$ cat config.mk
export PLATFORM = sky130hd
export DESIGN_NAME = extent_compaction_planner_top_flat
export DESIGN_NICKNAME = d
export VERILOG_FILES = /design/src/rtl/core/ecp_pkg.sv /design/src/rtl/core/ecp_if.sv /design/src/rtl/core/extent_compaction_planner_top.sv /design/src/rtl/core/ecp_ctrl.sv /design/src/rtl/core/ecp_dp.sv /design/src/flat_wrapper.sv
export SDC_FILE = /design/constraint.sdc
export NUM_CORES = 2
export LEC_CHECK = 0
export BUFFER_PORTS_ARGS = -buffer_cell sky130_fd_sc_hd__buf_2
export CORE_MARGIN = 2
export CORE_UTILIZATION = 40
export DETAILED_ROUTE_END_ITERATION = 10
export PLACE_DENSITY_LB_ADDON = 0.05
export SLEW_MARGIN = 20
export SYNTH_ARGS = -nofsm -noshare
export SYNTH_HDL_FRONTEND = slang
export SYNTH_SLANG_ARGS = --single-unit
$ cat constraint.sdc
create_clock -name clk -period 10.25 [get_ports clk]
set_input_delay 1.025 -clock clk [delete_from_list [all_inputs] [get_ports clk]]
set_output_delay 1.025 -clock clk [all_outputs]
set_load 0.01 [all_outputs]
$ cat src/rtl/core/ecp_pkg.sv
// ecp_pkg: shared types and constants of the extent compaction planner.
// No dependencies.
package ecp_pkg;
    localparam int MAX_EXTENTS = 32;
    localparam int BLOCK_BITS  = 16;
    localparam int SLOT_BITS   = $clog2(MAX_EXTENTS);
    localparam int IDX_BITS    = 5;
    localparam int EXT_BITS    = BLOCK_BITS + 1;
    localparam int PIN_BITS    = 21;
    localparam int CFG_BITS    = 16;

    localparam logic CFG_FIRST = 1'b0;
    localparam logic CFG_COUNT = 1'b1;

    typedef enum logic [2:0] {
        ST_MOVED   = 3'd0,
        ST_NOSPACE = 3'd1,
        ST_NOTHING = 3'd2,
        ST_PINS    = 3'd3,
        ST_OPEN    = 3'd4,
        ST_WRITTEN = 3'd5
    } status_t;

    typedef enum logic [2:0] {
        S_IDLE, S_COVER, S_NEXT, S_PICK, S_DONE
    } state_t;

    typedef struct packed {
        logic load_write;   // store input word into table
        logic init_plan;    // start cover scan
        logic scan_clear;   // reset slot counter
        logic scan_step;    // advance slot counter
        logic cover_pass;   // evaluate coverage of current slot
        logic next_pass;    // evaluate next-start of current slot
        logic pick_pass;    // evaluate victim of current slot
        logic finish;       // form result word
        logic out_load;     // result becomes visible
    } ecp_cmd_t;

    typedef struct packed {
        logic last_slot;
        logic moved;        // a cover pass advanced the cursor
        logic no_space;     // cursor reached region end
    } ecp_stat_t;

    typedef struct packed {
        logic                  req_type;
        logic [IDX_BITS-1:0]   entry_index;
        logic                  entry_valid;
        logic [BLOCK_BITS-1:0] entry_start;
        logic [BLOCK_BITS-1:0] entry_length;
        logic                  entry_is_dir;
        logic                  entry_pinned;
        logic                  entry_open;
    } req_t;

    typedef struct packed {
        status_t               status;
        logic [BLOCK_BITS-1:0] hole_start;
        logic [BLOCK_BITS-1:0] hole_length;
        logic [IDX_BITS-1:0]   victim_slot;
        logic [BLOCK_BITS-1:0] victim_old_start;
        logic [BLOCK_BITS-1:0] victim_length;
        logic [PIN_BITS-1:0]   pinned_fit_blocks;
    } rsp_t;
endpackage

$ cat src/rtl/core/ecp_if.sv
// ecp_req_if / ecp_rsp_if: valid-ready channels carrying one word each.
// Depends on ecp_pkg.
interface ecp_req_if import ecp_pkg::*; ();
    logic valid;
    logic ready;
    req_t data;
    modport source (output valid, output data, input ready);
    modport sink (input valid, input data, output ready);
endinterface

interface ecp_rsp_if import ecp_pkg::*; ();
    logic valid;
    logic ready;
    rsp_t data;
    modport source (output valid, output data, input ready);
    modport sink (input valid, input data, output ready);
endinterface

$ cat src/rtl/core/extent_compaction_planner_top.sv
// Extent compaction planner top level: channels, output register, units.
// Depends on ecp_pkg, ecp_if, ecp_ctrl, ecp_dp.
// Write words are answered in the cycle after acceptance. A plan word runs
// 32-slot cover passes until one pass does not move the cursor (at least one;
// the scan visits one slot per cycle), then a next-start pass and a pick pass;
// a plan with no free space ends once the cursor reaches the region end.
// One word in flight at a time; the result register holds until taken.
// Reset (rst_n low, asynchronous) empties the table and zeroes the region.
module extent_compaction_planner_top import ecp_pkg::*; (
    input  logic               clk,
    input  logic               rst_n,
    input  logic               cfg_we,
    input  logic [0:0]         cfg_index,
    input  logic [CFG_BITS-1:0] cfg_data,
    ecp_req_if.sink            req,
    ecp_rsp_if.source          rsp
);
    ecp_cmd_t  cmd;
    ecp_stat_t stat;
    logic      valid_reg;

    // the result word stays valid until the sink takes it
    always_ff @(posedge clk or negedge rst_n)
    begin
        if (!rst_n)
            valid_reg <= 1'b0;
        else if (cmd.out_load)
            valid_reg <= 1'b1;
        else if (rsp.ready)
            valid_reg <= 1'b0;
    end
    assign rsp.valid = valid_reg;

    ecp_ctrl u_ctrl (
        .clk        (clk),
        .rst_n      (rst_n),
        .in_valid   (req.valid),
        .in_is_plan (req.data.req_type),
        .in_ready   (req.ready),
        .out_busy   (valid_reg),
        .cmd        (cmd),
        .stat       (stat)
    );

    ecp_dp u_dp (
        .clk       (clk),
        .rst_n     (rst_n),
        .cfg_we    (cfg_we),
        .cfg_index (cfg_index[0]),
        .cfg_data  (cfg_data),
        .req       (req.data),
        .cmd       (cmd),
        .stat      (stat),
        .rsp       (rsp.data)
    );
endmodule

$ cat src/rtl/core/ecp_ctrl.sv
// ecp_ctrl: sequencer for write and plan words.
// Depends on ecp_pkg.
module ecp_ctrl import ecp_pkg::*; (
    input  logic      clk,
    input  logic      rst_n,
    input  logic      in_valid,
    input  logic      in_is_plan,
    output logic      in_ready,
    input  logic      out_busy,
    output ecp_cmd_t  cmd,
    input  ecp_stat_t stat
);
    state_t state_reg, state_next;

    always_ff @(posedge clk or negedge rst_n)
    begin
        if (!rst_n)
            state_reg <= S_IDLE;
        else
            state_reg <= state_next;
    end

    always_comb
    begin
        state_next = state_reg;
        cmd        = '0;
        in_ready   = 1'b0;
        case (state_reg)
            S_IDLE:
            begin
                in_ready = !out_busy;
                if (in_valid && !out_busy)
                begin
                    if (in_is_plan)
                    begin
                        cmd.init_plan  = 1'b1;
                        cmd.scan_clear = 1'b1;
                        state_next     = S_COVER;
                    end
                    else
                    begin
                        cmd.load_write = 1'b1;
                        cmd.out_load   = 1'b1;
                    end
                end
            end
            S_COVER:
            begin
                if (stat.no_space)
                    state_next = S_DONE;
                else
                begin
                    cmd.cover_pass = 1'b1;
                    cmd.scan_step  = 1'b1;
                    if (stat.last_slot && !stat.moved)
                    begin
                        cmd.scan_clear = 1'b1;
                        state_next     = S_NEXT;
                    end
                    else if (stat.last_slot)
                        cmd.scan_clear = 1'b1;
                end
            end
            S_NEXT:
            begin
                cmd.next_pass = 1'b1;
                cmd.scan_step = 1'b1;
                if (stat.last_slot)
                begin
                    cmd.scan_clear = 1'b1;
                    state_next     = S_PICK;
                end
            end
            S_PICK:
            begin
                cmd.pick_pass = 1'b1;
                cmd.scan_step = 1'b1;
                if (stat.last_slot)
                    state_next = S_DONE;
            end
            S_DONE:
            begin
                // pick results of the last slot are settled here
                cmd.finish   = 1'b1;
                cmd.out_load = 1'b1;
                state_next   = S_IDLE;
            end
            default:
                state_next = S_IDLE;
        endcase
    end
endmodule

$ cat src/rtl/core/ecp_dp.sv
// ecp_dp: extent table, scan cursor and victim choice.
// Depends on ecp_pkg.
module ecp_dp import ecp_pkg::*; (
    input  logic                  clk,
    input  logic                  rst_n,
    input  logic                  cfg_we,
    input  logic                  cfg_index,
    input  logic [CFG_BITS-1:0]   cfg_data,
    input  req_t                  req,
    input  ecp_cmd_t              cmd,
    output ecp_stat_t             stat,
    output rsp_t                  rsp
);
    logic [CFG_BITS-1:0]   first_reg, count_reg;
    logic [MAX_EXTENTS-1:0] live_reg, dir_reg, pin_reg, open_reg;
    logic [BLOCK_BITS-1:0] start_reg [MAX_EXTENTS];
    logic [BLOCK_BITS-1:0] len_reg   [MAX_EXTENTS];
    logic [SLOT_BITS-1:0]  slot_reg;
    logic [EXT_BITS-1:0]   cur_reg, nxt_reg, end_reg;
    logic                  moved_reg, found_reg, pinb_reg, openb_reg;
    logic [SLOT_BITS-1:0]  best_reg;
    logic [BLOCK_BITS-1:0] best_start_reg, best_len_reg;
    logic [PIN_BITS-1:0]   pins_reg;
    rsp_t                  rsp_reg;

    logic [EXT_BITS-1:0]   s_ext, e_ext, hl_ext, sum_ext, lim_ext;
    logic                  live_i, covers, fits, cand;

    assign lim_ext = EXT_BITS'(1) << BLOCK_BITS;
    assign sum_ext = EXT_BITS'(first_reg) + EXT_BITS'(count_reg);
    assign s_ext   = EXT_BITS'(start_reg[slot_reg]);
    assign e_ext   = s_ext + EXT_BITS'(len_reg[slot_reg]);
    assign live_i  = live_reg[slot_reg];
    assign covers  = live_i && cur_reg >= s_ext && cur_reg < e_ext;
    assign hl_ext  = nxt_reg - cur_reg;
    assign fits    = live_i && !dir_reg[slot_reg] && s_ext > cur_reg
                     && EXT_BITS'(len_reg[slot_reg]) <= hl_ext;
    assign cand    = fits && !pin_reg[slot_reg] && !open_reg[slot_reg];

    assign stat.last_slot = slot_reg == SLOT_BITS'(MAX_EXTENTS - 1);
    assign stat.moved     = moved_reg || covers;
    assign stat.no_space  = cur_reg >= end_reg;
    assign rsp            = rsp_reg;

    always_ff @(posedge clk or negedge rst_n)
    begin
        if (!rst_n)
        begin
            first_reg <= '0;
            count_reg <= '0;
            live_reg  <= '0;
            dir_reg   <= '0;
            pin_reg   <= '0;
            open_reg  <= '0;
            slot_reg  <= '0;
        end
        else
        begin
            if (cfg_we && cfg_index == CFG_FIRST)
                first_reg <= cfg_data;
            if (cfg_we && cfg_index == CFG_COUNT)
                count_reg <= cfg_data;
            if (cmd.load_write && 32'(req.entry_index) < MAX_EXTENTS)
            begin
                live_reg[SLOT_BITS'(req.entry_index)] <= req.entry_valid;
                dir_reg[SLOT_BITS'(req.entry_index)]  <= req.entry_is_dir;
                pin_reg[SLOT_BITS'(req.entry_index)]  <= req.entry_pinned;
                open_reg[SLOT_BITS'(req.entry_index)] <= req.entry_open;
            end
            if (cmd.scan_clear)
                slot_reg <= '0;
            else if (cmd.scan_step)
                slot_reg <= slot_reg + SLOT_BITS'(1);
        end
    end

    // table payload: reset clears it as the table starts empty
    always_ff @(posedge clk or negedge rst_n)
    begin
        if (!rst_n)
        begin
            for (int i = 0; i < MAX_EXTENTS; i++)
            begin
                start_reg[i] <= '0;
                len_reg[i]   <= '0;
            end
        end
        else if (cmd.load_write && 32'(req.entry_index) < MAX_EXTENTS)
        begin
            start_reg[SLOT_BITS'(req.entry_index)] <= req.entry_start;
            len_reg[SLOT_BITS'(req.entry_index)]   <= req.entry_length;
        end
        else if (cmd.finish && !stat.no_space && found_reg)
            start_reg[best_reg] <= cur_reg[BLOCK_BITS-1:0];
    end

    always_ff @(posedge clk)
    begin
        if (cmd.init_plan)
        begin
            cur_reg   <= EXT_BITS'(first_reg);
            end_reg   <= (sum_ext < lim_ext) ? sum_ext : lim_ext;
            nxt_reg   <= (sum_ext < lim_ext) ? sum_ext : lim_ext;
            moved_reg <= 1'b0;
            found_reg <= 1'b0;
            pinb_reg  <= 1'b0;
            openb_reg <= 1'b0;
            pins_reg  <= '0;
        end
        if (cmd.cover_pass)
        begin
            if (covers)
                cur_reg <= e_ext;
            moved_reg <= stat.last_slot ? 1'b0 : (moved_reg || covers);
        end
        if (cmd.next_pass && live_i && len_reg[slot_reg] != '0
            && s_ext > cur_reg && s_ext < nxt_reg)
            nxt_reg <= s_ext;
        if (cmd.pick_pass && fits)
        begin
            if (pin_reg[slot_reg])
            begin
                pinb_reg <= 1'b1;
                pins_reg <= pins_reg + PIN_BITS'(len_reg[slot_reg]);
            end
            else if (open_reg[slot_reg])
                openb_reg <= 1'b1;
        end
        if (cmd.pick_pass && cand && (!found_reg || start_reg[slot_reg] < best_start_reg))
        begin
            found_reg      <= 1'b1;
            best_reg       <= slot_reg;
            best_start_reg <= start_reg[slot_reg];
            best_len_reg   <= len_reg[slot_reg];
        end
        if (cmd.load_write)
        begin
            rsp_reg        <= '0;
            rsp_reg.status <= ST_WRITTEN;
        end
        if (cmd.finish)
        begin
            rsp_reg <= '0;
            if (stat.no_space)
                rsp_reg.status <= ST_NOSPACE;
            else
            begin
                rsp_reg.hole_start  <= cur_reg[BLOCK_BITS-1:0];
                rsp_reg.hole_length <= hl_ext[BLOCK_BITS-1:0];
                if (found_reg)
                begin
                    rsp_reg.status            <= ST_MOVED;
                    rsp_reg.victim_slot       <= IDX_BITS'(best_reg);
                    rsp_reg.victim_old_start  <= best_start_reg;
                    rsp_reg.victim_length     <= best_len_reg;
                    rsp_reg.pinned_fit_blocks <= pins_reg;
                end
                else if (pinb_reg)
                begin
                    rsp_reg.status            <= ST_PINS;
                    rsp_reg.pinned_fit_blocks <= pins_reg;
                end
                else if (openb_reg)
                    rsp_reg.status <= ST_OPEN;
                else
                    rsp_reg.status <= ST_NOTHING;
            end
        end
    end
endmodule

$ cat src/flat_wrapper.sv
// flat-port wrapper written by rule: the top's interface ports become plain ports
module extent_compaction_planner_top_flat import ecp_pkg::*;
  (clk, rst_n, cfg_we, cfg_index, cfg_data, req_valid, req_data, req_ready, rsp_valid, rsp_data, rsp_ready);
  ecp_req_if req_i ();
  ecp_rsp_if rsp_i ();
  input  logic clk;
  input  logic rst_n;
  input  logic cfg_we;
  input  logic [0:0] cfg_index;
  input  logic [CFG_BITS-1:0] cfg_data;
  input wire logic [$bits(req_i.valid)-1:0] req_valid;
  input wire logic [$bits(req_i.data)-1:0] req_data;
  output wire logic [$bits(req_i.ready)-1:0] req_ready;
  output wire logic [$bits(rsp_i.valid)-1:0] rsp_valid;
  output wire logic [$bits(rsp_i.data)-1:0] rsp_data;
  input wire logic [$bits(rsp_i.ready)-1:0] rsp_ready;
  assign req_i.valid = req_valid;
  assign req_i.data = req_data;
  assign req_ready = req_i.ready;
  assign rsp_valid = rsp_i.valid;
  assign rsp_data = rsp_i.data;
  assign rsp_i.ready = rsp_ready;
  extent_compaction_planner_top u_core (.clk(clk), .rst_n(rst_n), .cfg_we(cfg_we), .cfg_index(cfg_index), .cfg_data(cfg_data), .req(req_i), .rsp(rsp_i));
endmodule
==> out/metrics.yaml <==
clock_network:
  root_buffer: "clkbuf_16"
  ctsHtreeMaxLevel: 4
  cts_num_sinks: 1399
  post-cts-setup-buffer-count: 0
  cts_resized: 0
  clkTransAtPathRegs_ps: 60
  insertion_delay_ps: 810
  cts_buffers: 162
  cts_tree: "done"
  hold_buffers: 0
  cts-root-to-sink-buffers: 3
synthesis:
  synth_area_um2: 70000
  synthAdderAreaFrac_pct: 2.99
  syn_area_per_cell_um2: 13.2
  synth_edf_count: 164
  synth_top_area_share_pct: 42.7
  synth_xor_area_share_pct: 0.551
  synth_top_area_cell: "dfrtp_1"
  async_reset_ff_share_pct: 85.3
  synth_top_family_by_area: "multiplexers"
  synth_area_leaders: "dfrtp_1 43%, mux2_2 11%, mux4_2 9.2%"
  synthCells: 5288
  synth_mux_area_share_pct: 22.0
  synth_nets: 5517
  yosys_warnings: 0
  synthSimpleGateAreaFrac_pct: 3.63
  synth_compound_area_share_pct: 16.1
  synth-seq-cells: 1399
  synth_seq_area_share_pct: 50.9
  synth_ff_type: "dfrtp_1"
  ys_types: 89
route:
  drtPass1Iterations: 5
  drt_iter0_drc: 4254
  wl_um: 245000
  vias: 48300
  vias_per_cell: 6.26
  drtAntennaViolNets: 0
  route.detailed.drc: 0
  wl_per_cell_um: 31.7
power_and_ir_drop:
  p_leak_nw: 33.1
  irDropWorstVdd_mv: 0.162
  power_density_nw_per_um2: 259
layout:
  fin_area_um2: 78600
  area_growth_pct: 12.3
  final_nets: 5484
  fillerInstances: 15700
  drive_above_1_share_pct: 30.9
job:
  cap_violations: 0
global_route:
  grt.overflow.total: 0
  grt_pass1_wl_um: 360000
  grt_usage_pct: 27.2
  grt_antenna_before_repair: 18
  grt_max_degree: 194
  first_global_vias: 48900
sta:
  rsz0062_at_grt: "false"
  fin_tns_setup_ps: 0
  setup_viol: 0
  skew_ps: 39.2
  setup_ws_ps: 2790
  clock.fmax_mhz: 134
  relSlewSlack_pct: 23.2
  worstMarginPinSlew_ps: 1150
  final_hold_viol_count: 0
  maxSlewViolCount: 0
  finalCriticalPeriod_ps: 7460
  finalCritPeriodShare_pct: 72.8
floorplanning:
  core_area_um2: 174000
  start_util_pct: 40.3
  io_pins: 159
  fp.dieH_um: 422
  fp.dieArea_um2: 178000
  num_rows: 153
  die_w_um: 422
critical_path:
  regToRegSetupSlack_ps: 2790
  cp_slowest_cell: "dfrtp_4"
  crit_chain: "buf_12 -> mux4_2 -> a22o_1 -> a211oi_1 -> a21oi_1 -> ha_1 -> or3_1 -> o21ai_0 -> a21oi_1 -> a41o_1 -> o21a_1 -> o22ai_1 -> xor2_1 -> ha_1 -> and4_1 -> a221o_1 -> a221oi_1 -> o211ai_1 -> nor4b_2 -> buf_4 -> o21ba_2 -> o211ai_1"
  worstSetupEndpointType: "flip-flop"
  cpPeakStageDelay_ps: 990
  rr_worst_depth: 22
  cp.required_ps: 10970
  startpoint: "u_core.u_dp.slot_reg[1]"
  r2r-end: "u_core.u_ctrl.state_reg[0]"
  crit_path_end: "u_core.u_ctrl.state_reg[0]"
  cp_max_fo: 78
  critPathKind: "flip-flop to flip-flop"
  worstReg2RegStart: "u_core.u_dp.slot_reg[1]"
  critPathLaunchType: "flip-flop"
  crit_arrival_ps: 8190
outcome:
  outcome: "finished clean"
place:
  gp_congestion: 0.887
  dp_slack_ps: 2770
  dpl.hpwl_um: 153000
  placed_area_um2: 73200
  io_buffers: 158
hold_path:
  hp-class: "input pin to asynchronous set/reset pin"
==> layout make-up <==
class                      instances  area, µm²  area share [%]
antenna                            2       5.00         0.00637
clock buffer                     247       4720            6.01
clock inverter                    52        611           0.777
inverter                          98        368           0.468
multi-input combinational       3256      32000            40.8
sequential                      1399      35600            45.3
tap                             2325       2910            3.70
timing repair buffer             338       2300            2.93
==> metrics by stage <==
stage	power, mW	hold WS [ps]	std cells	utilization (%)
finish	20.3	197	7717	45.2
floorplan	12.0	425	5288	-
CTS	20.4	195	7714	45.2
detailed placement	14.5	448	7415	42.1
global route	21.3	235	7716	45.2
global placement	14.5	442	7415	42.1
==> synthesized netlist by cell type, types with 51 or more instances <==
| library cell | n |
|---|---|
| dfrtp_1 | 1193 |
| mux2_2 | 701 |
| a22oi_1 | 526 |
| o2bb2ai_1 | 512 |
| clkbuf_1 | 442 |
| mux4_2 | 286 |
| nor2_1 | 178 |
| edfxtp_1 | 164 |
| ha_1 | 161 |
| a21oi_1 | 122 |
| inv_1 | 96 |
| nand2_1 | 88 |
| mux2i_1 | 87 |
| buf_2 | 57 |
| o21ai_0 | 51 |
==> cell families after synthesis <==
family | count (synthesis)
adder cells (fa/ha/maj) | 165
XOR/XNOR | 44
AO/OA/AOI/OAI | 1451
flip-flops | 1399
multiplexers | 1086
buffers and inverters | 633
AND/OR/NAND/NOR | 510
==> worst min path at each step <==
stage,startpoint,endpoint,slack (ps),cells past startpoint
final,rst_n,u_core.u_dp.len_reg[494],200,1
after global routing,rst_n,u_core.u_dp.len_reg[494],230,1
after CTS,rst_n,u_core.u_dp.len_reg[494],190,1
after detailed placement,u_core.u_dp.pins_reg[20],u_core.u_dp.pins_reg[20],450,1
after global placement,u_core.u_dp.pins_reg[20],u_core.u_dp.pins_reg[20],440,1
after floorplan,u_core.u_dp.pins_reg[20],u_core.u_dp.pins_reg[20],430,1
==> per-layer routing <==
layer | wire (µm) | vias to the layer above | track usage (%) | part of all wire, %
li1 | - | 20500 | - | -
met2 | 115000 | 1635 | 43.0 | 47
met3 | 15200 | 399 | 5.29 | 6.2
met5 | 147 | - | 0 | 0.060
met4 | 6810 | 20 | 7.71 | 2.8
met1 | 108000 | 25700 | 38.2 | 44
==> worst max-delay path, delay by kind of cell (launching register included) <==
kind | cells | cell delay (ps)
adders and majority gates | 2 | 630
AOI/OAI and AO/OA | 13 | 3350
and+or+nand+nor | 3 | 840
muxes | 1 | 390
DFF | 1 | 990
xor gates and xnor gates | 1 | 240
buffers and inverters | 2 | 780
==> power breakdown <==
part           internal [mW]  leakage [nW]  switching (mW)
Combinational           2.84          12.3            4.31
Sequential              6.63          18.2           0.714
Clock                   3.37          2.61            2.46
Total                   12.8          33.1            7.48
==> cell usage in the layout (no fill, tap or decap), types with 96 or more instances in the layout <==
master / n
inv_1: 96
dfrtp_1: 1188
a21oi_1: 120
o2bb2ai_1: 512
mux2_2: 701
buf_4: 169
edfxtp_1: 164
clkbuf_16: 163
nor2_1: 143
a22oi_1: 526
ha_1: 161
buf_2: 157
mux4_2: 286
Power figures use the tool's default switching activity.
